File: src/rtl/rchs_pkg.sv
// ----------------------------------------------------------------------------
// rchs_pkg: shared types and constants
// Entry kinds, request ops, scene entry layout, divider width, saturation.
// ----------------------------------------------------------------------------
package rchs_pkg;

    localparam logic [2:0] KIND_EMPTY  = 3'd0;
    localparam logic [2:0] KIND_CAMERA = 3'd1;
    localparam logic [2:0] KIND_SPHERE = 3'd2;
    localparam logic [2:0] KIND_PLANE  = 3'd3;

    localparam logic OP_LOAD = 1'b0;
    localparam logic OP_RAY  = 1'b1;

    // signed dividend width: (|h| + sqrt) * 2^16 stays below 2^50
    localparam int DIV_W = 51;
    // radicand width of the square root unit
    localparam int SQ_W  = 64;

    localparam logic signed [65:0] S32_MAX_W = 66'sd2147483647;
    localparam logic signed [65:0] S32_MIN_W = -66'sd2147483648;

    typedef struct packed {
        logic [2:0]         kind;
        logic signed [31:0] px;
        logic signed [31:0] py;
        logic signed [31:0] pz;
        logic signed [31:0] nx;
        logic signed [31:0] ny;
        logic signed [31:0] nz;
        logic signed [31:0] sc;
    } t_entry;

    function automatic logic signed [31:0] sat32(input logic signed [65:0] v);
        logic signed [31:0] r;
        if (v > S32_MAX_W) begin
            r = 32'sh7FFFFFFF;
        end else if (v < S32_MIN_W) begin
            r = 32'sh80000000;
        end else begin
            r = v[31:0];
        end
        return r;
    endfunction

endpackage

File: src/rtl/rchs_div.sv
// ----------------------------------------------------------------------------
// rchs_div: iterative signed divider
// Restoring division on magnitudes, one quotient bit per cycle; truncates
// toward zero.
// ----------------------------------------------------------------------------
module rchs_div (
    input  logic                               i_clk,
    input  logic                               i_rst_n,
    input  logic                               i_start,
    input  logic signed [rchs_pkg::DIV_W-1:0]  i_dividend,
    input  logic signed [31:0]                 i_divisor,
    output logic                               o_done,
    output logic signed [rchs_pkg::DIV_W-1:0]  o_quot
);

    localparam int DW = rchs_pkg::DIV_W;
    localparam int CW = $clog2(DW);

    logic              r_busy;
    logic              r_done;
    logic [CW-1:0]     r_cnt;
    logic [31:0]       r_rem;
    logic [DW-1:0]     r_quo;
    logic [31:0]       r_dvs;
    logic              r_neg;
    logic [32:0]       w_sh;
    logic              w_ge;
    logic [DW-1:0]     w_mag_dvd;
    logic [31:0]       w_mag_dvs;

    assign w_mag_dvd = i_dividend[DW-1] ? DW'(-i_dividend) : DW'(i_dividend);
    assign w_mag_dvs = i_divisor[31] ? 32'(-i_divisor) : 32'(i_divisor);
    assign w_sh      = {r_rem, r_quo[DW-1]};
    assign w_ge      = (w_sh >= {1'b0, r_dvs});
    assign o_done    = r_done;
    assign o_quot    = r_neg ? -$signed(r_quo) : $signed(r_quo);

    always_ff @(posedge i_clk) begin
        if (!i_rst_n) begin
            r_busy <= 1'b0;
            r_done <= 1'b0;
            r_cnt  <= '0;
        end else begin
            r_done <= 1'b0;
            if (i_start) begin
                r_busy <= 1'b1;
                r_cnt  <= '0;
            end else if (r_busy) begin
                r_cnt <= r_cnt + 1'b1;
                if (r_cnt == CW'(DW - 1)) begin
                    r_busy <= 1'b0;
                    r_done <= 1'b1;
                end
            end
        end
    end

    always_ff @(posedge i_clk) begin
        if (i_start) begin
            r_rem <= '0;
            r_quo <= w_mag_dvd;
            r_dvs <= w_mag_dvs;
            r_neg <= i_dividend[DW-1] ^ i_divisor[31];
        end else if (r_busy) begin
            r_rem <= w_ge ? 32'(w_sh - {1'b0, r_dvs}) : w_sh[31:0];
            r_quo <= {r_quo[DW-2:0], w_ge};
        end
    end

endmodule

File: config.mk
export PLATFORM = sky130hd
export DESIGN_NAME = rchs_div
export DESIGN_NICKNAME = d
export VERILOG_FILES = /design/src/rtl/rchs_pkg.sv /design/src/rtl/rchs_div.sv
export SDC_FILE = /design/constraint.sdc
export NUM_CORES = 1
export LEC_CHECK = 0
export ABC_AREA = 1
export BUFFER_PORTS_ARGS = -buffer_cell sky130_fd_sc_hd__buf_2
export CAP_MARGIN = 25
export CORE_ASPECT_RATIO = 0.8
export CORE_MARGIN = 5
export CORE_UTILIZATION = 55
export DETAILED_ROUTE_END_ITERATION = 6
export PLACE_DENSITY = 0.79
export SLEW_MARGIN = 20
export SYNTH_ARGS = -nofsm -noshare
export SYNTH_HDL_FRONTEND = slang
export SYNTH_SLANG_ARGS = --single-unit
export TNS_END_PERCENT = 100
File: constraint.sdc
create_clock -name i_clk -period 3.9 [get_ports i_clk]
set_input_delay 0.39 -clock i_clk [delete_from_list [all_inputs] [get_ports i_clk]]
set_output_delay 0.39 -clock i_clk [all_outputs]
set_load 0.01 [all_outputs]
==> out/qor.yml <==
setup_path:
  cp-end-kind: "primary output"
  worst_ep_arrival_time_ns: 2.62
  worstPathCellList: "inv_1 -> nand3_1 -> nor2_1 -> nand3_1 -> nor4_1 -> nand3_1 -> nand2_1 -> nand2_1 -> nand2_1 -> buf_2"
  r2r_cells: 12
  r2r_end: "r_quo[0]$_DFFE_PP_"
  endpoint: "o_quot[49]"
  cp.required_ns: 3.51
  cp-start-kind: "flop"
  crit_slowest_cell: "nor4_1"
  cp_max_fo: 4
  cpPeakStageDelay_ns: 0.46
  startpoint: "r_quo[2]$_DFFE_PP_"
  critical_path_class: "flop to primary output"
  reg2reg_slack_ns: 1.19
  worstReg2RegStart: "r_dvs[5]$_DFFE_PP_"
cts:
  clockBufferDepth: 2
  numCtsBuffers: 17
  path_clk_slew_ns: 0.06
  clock_latency_ns: 0.43
  hold_buffers: 0
  cts_setup_buffers: 0
  cts_tree: "built"
  cts_sinks: 124
  cts_resized: 0
  htreeDepth: 4
  cts_root_buf: "clkbuf_16"
place:
  hpwlAfterDp_um: 31700
  numPlacedInstances: 2269
  place_area_um2: 12700
  port_buffers: 137
  gp_congestion: 1.04
power_and_ir_drop:
  p_sw_mw: 1.47
  cellInternalPower_mw: 2.90
  clockPowerShare: 0.373
  p_leak_nw: 6.73
  ir_worst_vdd_uv: 257
  powerDensity_nw_per_um2: 329
  p_sw_frac: 0.337
  pwr-share-seq: 0.375
  power_mw: 4.37
  comb_power_share: 0.252
drt:
  viasPerCell: 5.50
  drt-total-wl_um: 39300
  initialDrtViolationCount: 1864
  ant_nets: 0
  wl_per_cell_um: 17.1
  drtPass1Iterations: 7
  routed-via-count: 12700
  drc: 4
floorplan:
  core_region_area_um2: 20900
  start_util: 0.563
  row_count: 47
  die_h_um: 141
  die_w_um: 173
  dieArea_um2: 24400
  ios: 138
sta:
  relSlewSlack: 0.394
  worstMarginPinSlew_ns: 0.908
  rsz0062_at_grt: "no"
  slew_violations: 0
  whs_ns: 0.203
  max_freq_mhz: 332
  post-route-min-period_ns: 3.01
  hold_violations: 0
  setup_tns_ns: 0
  clock_skew_ns: 0.00907
  fin_crit_sh: 0.773
  final-setup-viol-count: 0
worst_hold_path:
  hold_start: "i_divisor[0]"
  hold_class: "input pin to flop"
layout:
  fin_area_um2: 13300
  stdcell_count: 2301
  layout_common_cells: "603 x nand2_1, 314 x inv_1, 213 x nor2_1"
  drive_gt1_frac: 0.110
  n_antenna_cell: 0
  final_common_cell: "nand2_1"
  fill_cells: 1950
  area_growth_pct: 12.9
  finalNetCount: 2143
yosys:
  synth-edff-count: 84
  synth-seq-cells: 124
  syn_area_um2: 11800
  yosysSeqAreaShare: 0.283
  avgSynthCellArea_um2: 6.20
  syn_nets: 2019
  yosysWarnings: 0
  syn_inst: 1895
  synth-main-ff-cell: "edfxtp_1"
  synthArstFlopShare: 0
  synth.distinct_cells: 47
global_routing:
  grt_max_degree: 52
  track_usage: 0.315
  grt_pass1_wl_um: 61000
  overflow: 0
  grt_pass1_vias: 11100
  antenna_found_initial: 0
outcome:
  status: "finished with violations"
  violations: "DRC"
flow_run:
  max_cap_violations: 0
critical path, delay by kind of cell, from the launching register on:
| family | cells | cell delay, ns |
|---|---|---|
| AND/OR/NAND/NOR | 8 | 1.51 |
| flip-flops | 1 | 0.40 |
| buffers and inverters | 2 | 0.28 |
registers in the layout, indices dropped and copies added, names as in the netlist:
signal  cells
r_dvs      32
r_neg       1
r_busy      1
r_cnt       6
o_done      1
r_rem      32
r_quo      51
synthesized netlist by cell type (3+ instances only):
library cell,count,area [um^2]
and2_1,3,18.8
o21ai_2,3,26.3
o21ai_0,69,345
nor3b_1,3,22.5
ha_1,37,463
inv_1,315,1180
nand2_1,603,2260
nor2_2,9,56.3
nand3_2,3,30.0
a31oi_1,10,62.6
nand2_2,9,56.3
xnor2_1,30,263
nor4_1,6,37.5
nand4_1,41,257
nor3_1,26,130
or2_2,6,37.5
clkbuf_1,29,109
nand3b_1,15,113
nor2_1,214,803
dfxtp_1,40,801
o21bai_1,5,37.5
nand3_1,162,811
xor2_1,80,701
buf_6,3,33.8
nor2_4,4,45.0
a21oi_1,37,185
edfxtp_1,84,2520
o31ai_1,3,22.5
buf_2,8,40.0
o21ai_1,12,60.1
worst min path at each step:
stage | to | cells after the start
after floorplan | r_rem[13]$_SDFFE_PP0P_ | 2
after global placement | r_rem[22]$_SDFFE_PP0P_ | 2
after detailed placement | r_rem[27]$_SDFFE_PP0P_ | 2
after CTS | r_dvs[0]$_DFFE_PP_ | 1
after global routing | r_dvs[0]$_DFFE_PP_ | 1
final | r_dvs[0]$_DFFE_PP_ | 1
routing by layer:
| layer | GRT usage | wire length (um) | vias to the layer above |
|---|---|---|---|
| met2 | 0.408 | 14500 | 750 |
| met3 | 0.105 | 6170 | 32 |
| li1 | - | - | 6221 |
| met5 | 0 | 0 | - |
| met4 | 0.0453 | 332 | 0 |
| met1 | 0.505 | 18300 | 5662 |
logic make-up after synthesis:
kind of cell    share of synthesized area
compound gates                     0.0716
xor+xnor                           0.0820
fa+ha+maj                          0.0411
buf+inv                             0.119
flops                               0.283
simple gates                        0.403
power by group through the flow:
stage               sequential, mW  combinational [mW]  clock [mW]
floorplan                     1.62               0.671           0
global placement              1.65                1.06           0
detailed placement            1.66                1.07           0
CTS                           1.63                1.08        1.64
global route                  1.65                1.21        1.70
finish                        1.64                1.10        1.63
stage by stage:
step,utilization,setup WS (ns)
after floorplan,-,1.13
after global placement,0.607,1.40
after detailed placement,0.607,1.30
after CTS,0.636,0.976
after global routing,0.636,0.648
final,0.636,0.886
layout make-up:
type                       instances  area [um^2]  area share
timing repair buffer             149          788      0.0594
clock buffer                      18          429      0.0323
multi-input combinational       1409         7030       0.530
sequential                       124         3320       0.250
tap                              269          337      0.0254
clock inverter                    14          170      0.0128
inverter                         318         1190      0.0899
Power figures use the tool's default switching activity.
