===== src/rtl/rchs_pkg.sv =====
// ----------------------------------------------------------------------------
// rchs_pkg: shared types and constants
// Entry kinds, request ops, scene entry layout, divider width, saturation.
// ----------------------------------------------------------------------------
package rchs_pkg;

    localparam logic [2:0] KIND_EMPTY  = 3'd0;
    localparam logic [2:0] KIND_CAMERA = 3'd1;
    localparam logic [2:0] KIND_SPHERE = 3'd2;
    localparam logic [2:0] KIND_PLANE  = 3'd3;

    localparam logic OP_LOAD = 1'b0;
    localparam logic OP_RAY  = 1'b1;

    // signed dividend width: (|h| + sqrt) * 2^16 stays below 2^50
    localparam int DIV_W = 51;
    // radicand width of the square root unit
    localparam int SQ_W  = 64;

    localparam logic signed [65:0] S32_MAX_W = 66'sd2147483647;
    localparam logic signed [65:0] S32_MIN_W = -66'sd2147483648;

    typedef struct packed {
        logic [2:0]         kind;
        logic signed [31:0] px;
        logic signed [31:0] py;
        logic signed [31:0] pz;
        logic signed [31:0] nx;
        logic signed [31:0] ny;
        logic signed [31:0] nz;
        logic signed [31:0] sc;
    } t_entry;

    function automatic logic signed [31:0] sat32(input logic signed [65:0] v);
        logic signed [31:0] r;
        if (v > S32_MAX_W) begin
            r = 32'sh7FFFFFFF;
        end else if (v < S32_MIN_W) begin
            r = 32'sh80000000;
        end else begin
            r = v[31:0];
        end
        return r;
    endfunction

endpackage


===== src/rtl/rchs_sqrt.sv =====
// ----------------------------------------------------------------------------
// rchs_sqrt: iterative integer square root
// floor(sqrt(v)) of a 64-bit radicand, one result bit per cycle.
// ----------------------------------------------------------------------------
module rchs_sqrt (
    input  logic                        i_clk,
    input  logic                        i_rst_n,
    input  logic                        i_start,
    input  logic [rchs_pkg::SQ_W-1:0]   i_val,
    output logic                        o_done,
    output logic [31:0]                 o_root
);

    localparam int ITER = rchs_pkg::SQ_W / 2;
    localparam int CW   = $clog2(ITER);

    logic                      r_busy;
    logic                      r_done;
    logic [CW-1:0]             r_cnt;
    logic [rchs_pkg::SQ_W-1:0] r_v;
    logic [rchs_pkg::SQ_W-1:0] r_res;
    logic [rchs_pkg::SQ_W-1:0] r_bit;
    logic [rchs_pkg::SQ_W-1:0] w_sum;

    assign w_sum  = r_res + r_bit;
    assign o_done = r_done;
    assign o_root = r_res[31:0];

    always_ff @(posedge i_clk) begin
        if (!i_rst_n) begin
            r_busy <= 1'b0;
            r_done <= 1'b0;
            r_cnt  <= '0;
        end else begin
            r_done <= 1'b0;
            if (i_start) begin
                r_busy <= 1'b1;
                r_cnt  <= '0;
            end else if (r_busy) begin
                r_cnt <= r_cnt + 1'b1;
                if (r_cnt == CW'(ITER - 1)) begin
                    r_busy <= 1'b0;
                    r_done <= 1'b1;
                end
            end
        end
    end

    always_ff @(posedge i_clk) begin
        if (i_start) begin
            r_v   <= i_val;
            r_res <= '0;
            r_bit <= {2'b01, {(rchs_pkg::SQ_W - 2){1'b0}}};
        end else if (r_busy) begin
            if (r_v >= w_sum) begin
                r_v   <= r_v - w_sum;
                r_res <= (r_res >> 1) + r_bit;
            end else begin
                r_res <= r_res >> 1;
            end
            r_bit <= r_bit >> 2;
        end
    end

endmodule


===== config.mk =====
export PLATFORM = sky130hd
export DESIGN_NAME = rchs_sqrt
export DESIGN_NICKNAME = d
export VERILOG_FILES = /design/src/rtl/rchs_pkg.sv /design/src/rtl/rchs_sqrt.sv
export SDC_FILE = /design/constraint.sdc
export NUM_CORES = 1
export LEC_CHECK = 0
export BUFFER_PORTS_ARGS = -buffer_cell sky130_fd_sc_hd__buf_4
export CAP_MARGIN = 10
export CORE_UTILIZATION = 45
export DETAILED_ROUTE_END_ITERATION = 12
export GPL_TIMING_DRIVEN = 0
export HOLD_SLACK_MARGIN = 0.1
export PLACE_DENSITY_LB_ADDON = 0.08
export REMOVE_ABC_BUFFERS = 1
export SLEW_MARGIN = 0
export SYNTH_ARGS = -nofsm -noshare
export SYNTH_HDL_FRONTEND = slang
export SYNTH_SLANG_ARGS = --single-unit

===== constraint.sdc =====
create_clock -name i_clk -period 7.77 [get_ports i_clk]
set_input_delay 1.554 -clock i_clk [delete_from_list [all_inputs] [get_ports i_clk]]
set_output_delay 1.554 -clock i_clk [all_outputs]
set_load 0.02 [all_outputs]

==> flow_summary_export.csv <==
group,metric,value,unit
min_path,hold_class,"reg -> reg",
placed_design,place.gp.congestion,0.9092,
pwr,swShare,44.73,%
critical_path,critPathArrivalTime,7.33,ns
timing,fin_crit,7.215,ns
routing,first_pass_iters,5,
routing,met3WireLength,2.307,mm
placed_design,dp_hpwl,34.94,mm
synth,syn_area_per_cell,7.835,um2
critical_path,path_max_fanout,63,
clock_network,postCtsHoldBufs,0,
cells_and_area,syn2layout_area_growth,8.818,%
timing,fin_crit_sh,92.85,%
floorplanning,top_level_ports,100,
critical_path,crit_top_cell,"o21ai_0",
routing,met2_length,19.09,mm
clock_network,cts_tree,"built",
clock_network,insertion_delay,0.46,ns
global_route,grt_pass1_wl,73.80,mm
floorplanning,core-area,34540,um2
clock_network,clock_sinks,167,
routing,vias_per_cell,6.018,
global_route,grt_pass1_vias,13790,
timing,fmax,138.6,MHz
pwr,p_clk_share,19.1,%
routing,vias,14850,
pwr,power_frac_comb,53.2,%
pwr,p_leak,6.607,nW
synth,synth_cells,2021,
pwr,seqPwrFrac,27.7,%
clock_network,root_buffer,"clkbuf_16",
critical_path,cpMaxStageDelayCell,"nand2_4",
routing,drtIter0Drc,1271,
critical_path,critical_path.top_delay_family,"compound AO/OA/AOI/OAI gates",
pwr,p_sw,2.147,mW
floorplanning,die_x,189.6,um
synth,synthDistinctLibCells,86,
synth,async_flop_share,0,%
critical_path,crit_type,"reg -> reg",
pwr,powerDensity,278.5,nW/um2
floorplanning,chipHeight,189.6,um
critical_path,crit_path_end_kind,"flop",
synth,seq_area_frac_synth,25.16,%
placed_design,io_buffer_count,99,
cells_and_area,nNetsFinal,2199,
clock_network,cts_setup_buffers,0,
global_route,grt_max_degree,135,
timing,finalSetupViolations,0,
cells_and_area,post-route-util,49.88,%
timing,setup_tns,0,ns
cells_and_area,design_area,17230,um2
synth,ys.flop_type,"dfxtp_1",
routing,wl_per_cell,18.68,um
critical_path,critPathMaxStageDelay,0.63,ns
pwr,internal_power,2.653,mW
clock_network,cts_repair_resize_count,0,
critical_path,cp-start-kind,"flop",
global_route,overflow,0,
outcome,outcome,"finished, final reports clean",
clock_network,htreeDepth,4,
critical_path,required,7.89,ns
timing,maxSlewHeadroom,19.24,%
critical_path,crit_chain,"ha_1 > a31oi_1 > o21ai_0 > a21boi_0 > o21ai_0 > a41o_1 > a2bb2oi_1 > nor2_1 > o21ai_0 > xor2_1 > ha_1 > nand4_1 > or3_1 > nor3_2 > o211ai_2 > nand2_4 > nand2_1 > nand2_4 > buf_16",
pwr,total_power,4.800,mW
timing,drv_slew,0,
synth,yosysWarnings,0,
synth,ys_ff_latch,167,
timing,finalClockSkew,0.01593,ns
floorplanning,rows,68,
floorplanning,die_area,35940,um2
routing,postRouteAntennaNets,0,
clock_network,cts.clk_slew.worst_paths,0.08,ns
cells_and_area,fillCellCount,3470,
timing,worst_slew_pin_slew,1.208,ns
pwr,ir_worst_vdd,0.1782,mV
timing,rsz0062_at_grt,"no",
routing,wl_met1,23.87,mm
cells_and_area,drive_gt1_share,9.791,%
routing,drc,0,
global_route,antenna_found_initial,0,
floorplanning,start_util,45.84,%
routing,highest_layer,"met4",
synth,synth_edf_count,64,
synth,synth_area,15840,um2
cells_and_area,antenna_cells,0,
placed_design,dpl_cell_area,16610,um2
clock_network,cts.path.max_buffers,2,
global_route,grt_usage,25.70,%
critical_path,cp_num_buf_inv,1,
routing,totalWireLength,46.09,mm
timing,finalHoldViolations,0,
flow_run,maxCapViolations,0,
clock_network,numCtsBuffers,17,
[power groups by stage]
stage,Combinational (mW),Sequential (mW),Clock [mW]
after floorplan,1.87,1.29,0
after global placement,2.45,1.35,0
after detailed placement,2.53,1.33,0
after CTS,2.53,1.32,0.939
after global routing,2.84,1.35,0.969
final,2.55,1.33,0.919
[synth_stat cells (30+ instances only)]
library cell,number,share of area [%]
a21o_1,55,2.6
a21oi_1,135,4.3
a311oi_1,36,2.0
a31oi_1,63,2.5
buf_4,36,1.7
clkbuf_1,92,2.2
dfxtp_1,103,13
edfxtp_1,64,12
ha_1,132,10
inv_1,34,0.81
mux2i_1,44,2.8
nand2_1,254,6.0
nand3_1,30,0.95
nand4_1,37,1.5
nor2_1,206,4.9
o21ai_0,156,4.9
o21bai_1,38,1.8
xnor2_1,83,4.6
xor2_1,66,3.7
[layer usage]
metal	GRT usage, %	vias up
li1	-	7428
met1	38.71	6980
met2	37.64	385
met3	4.003	54
met4	6.545	0
met5	0	-
[path summary, 6_finish.rpt]
kind	start	endpoint	slack, ns	cells after the start
max	r_res[8]$_SDFFE_PP0P_	r_v[11]$_DFFE_PP_	0.56	19
min	r_cnt[3]$_SDFFE_PP0P_	r_cnt[3]$_SDFFE_PP0P_	0.51	2
max reg2reg	r_res[8]$_SDFFE_PP0P_	r_v[11]$_DFFE_PP_	0.56	19
min reg2reg	r_cnt[3]$_SDFFE_PP0P_	r_cnt[3]$_SDFFE_PP0P_	0.51	2
[kinds of logic after synthesis]
kind of cell / count (synthesis) / synth area share (%)
flip-flops: 167 / 25.16
buffers and inverters: 180 / 5.207
adder cells (fa/ha/maj): 133 / 10.56
AND/OR/NAND/NOR: 662 / 18.84
AO/OA/AOI/OAI: 679 / 28.72
XOR/XNOR: 149 / 8.241
multiplexers: 51 / 3.279
[layout make-up]
type / count / area (um2) / share of cell area [%]
multi-input combinational: 1674 / 11050 / 64.15
sequential: 167 / 3988 / 23.14
tap: 455 / 569.3 / 3.304
timing repair buffer: 104 / 868.3 / 5.039
clock buffer: 20 / 500.5 / 2.904
clock inverter: 12 / 120.1 / 0.6971
inverter: 35 / 131.4 / 0.7624
[registers in the layout, indices dropped and copies added (netlist names)]
register	count
r_res	64
r_v	64
r_bit	32
r_cnt	5
o_done	1
r_busy	1
[through the flow]
step,hold WS [ns],setup slack [ns],instances
2_1_floorplan,0.4675,0.5783,1876
3_3_place_gp,0.4803,-2.930,2430
3_5_place_dp,0.4944,0.3316,2435
4_1_cts,0.5161,0.2834,2467
5_1_grt,0.5417,0.1334,2467
6_report,0.5138,0.5554,2467
[worst register-to-register path: stages (launching register included)]
cell       delay, ns
dfxtp_1         0.53
ha_1            0.35
a31oi_1         0.25
o21ai_0         0.26
a21boi_0        0.41
o21ai_0         0.31
a41o_1          0.37
a2bb2oi_1       0.40
nor2_1          0.09
o21ai_0         0.23
xor2_1          0.13
ha_1            0.47
nand4_1         0.27
or3_1           0.47
nor3_2          0.36
o211ai_2        0.58
nand2_4         0.64
nand2_1         0.20
nand2_4         0.18
buf_16          0.29
[placed cells by master, fill, tap and decap left out, types with 16 or more instances in the layout]
cell and count:
buf_4 98, and3_1 17, or3_1 25, o21ai_0 156
a31o_2 21, dfxtp_1 102, mux2i_1 44, a31oi_1 63
o21bai_1 38, edfxtp_1 64, inv_1 34, a21o_1 55
nor3_1 19, o31ai_1 17, clkbuf_16 20, ha_1 132
nand4_1 37, nand3_1 30, xnor2_1 83, a211oi_1 26
and2_1 17, nor2b_1 18, a21oi_1 135, xor2_1 66
nor2_1 206, nand2_1 252, a311oi_1 36, o21a_1 16
(Power assumes the default switching activity.)
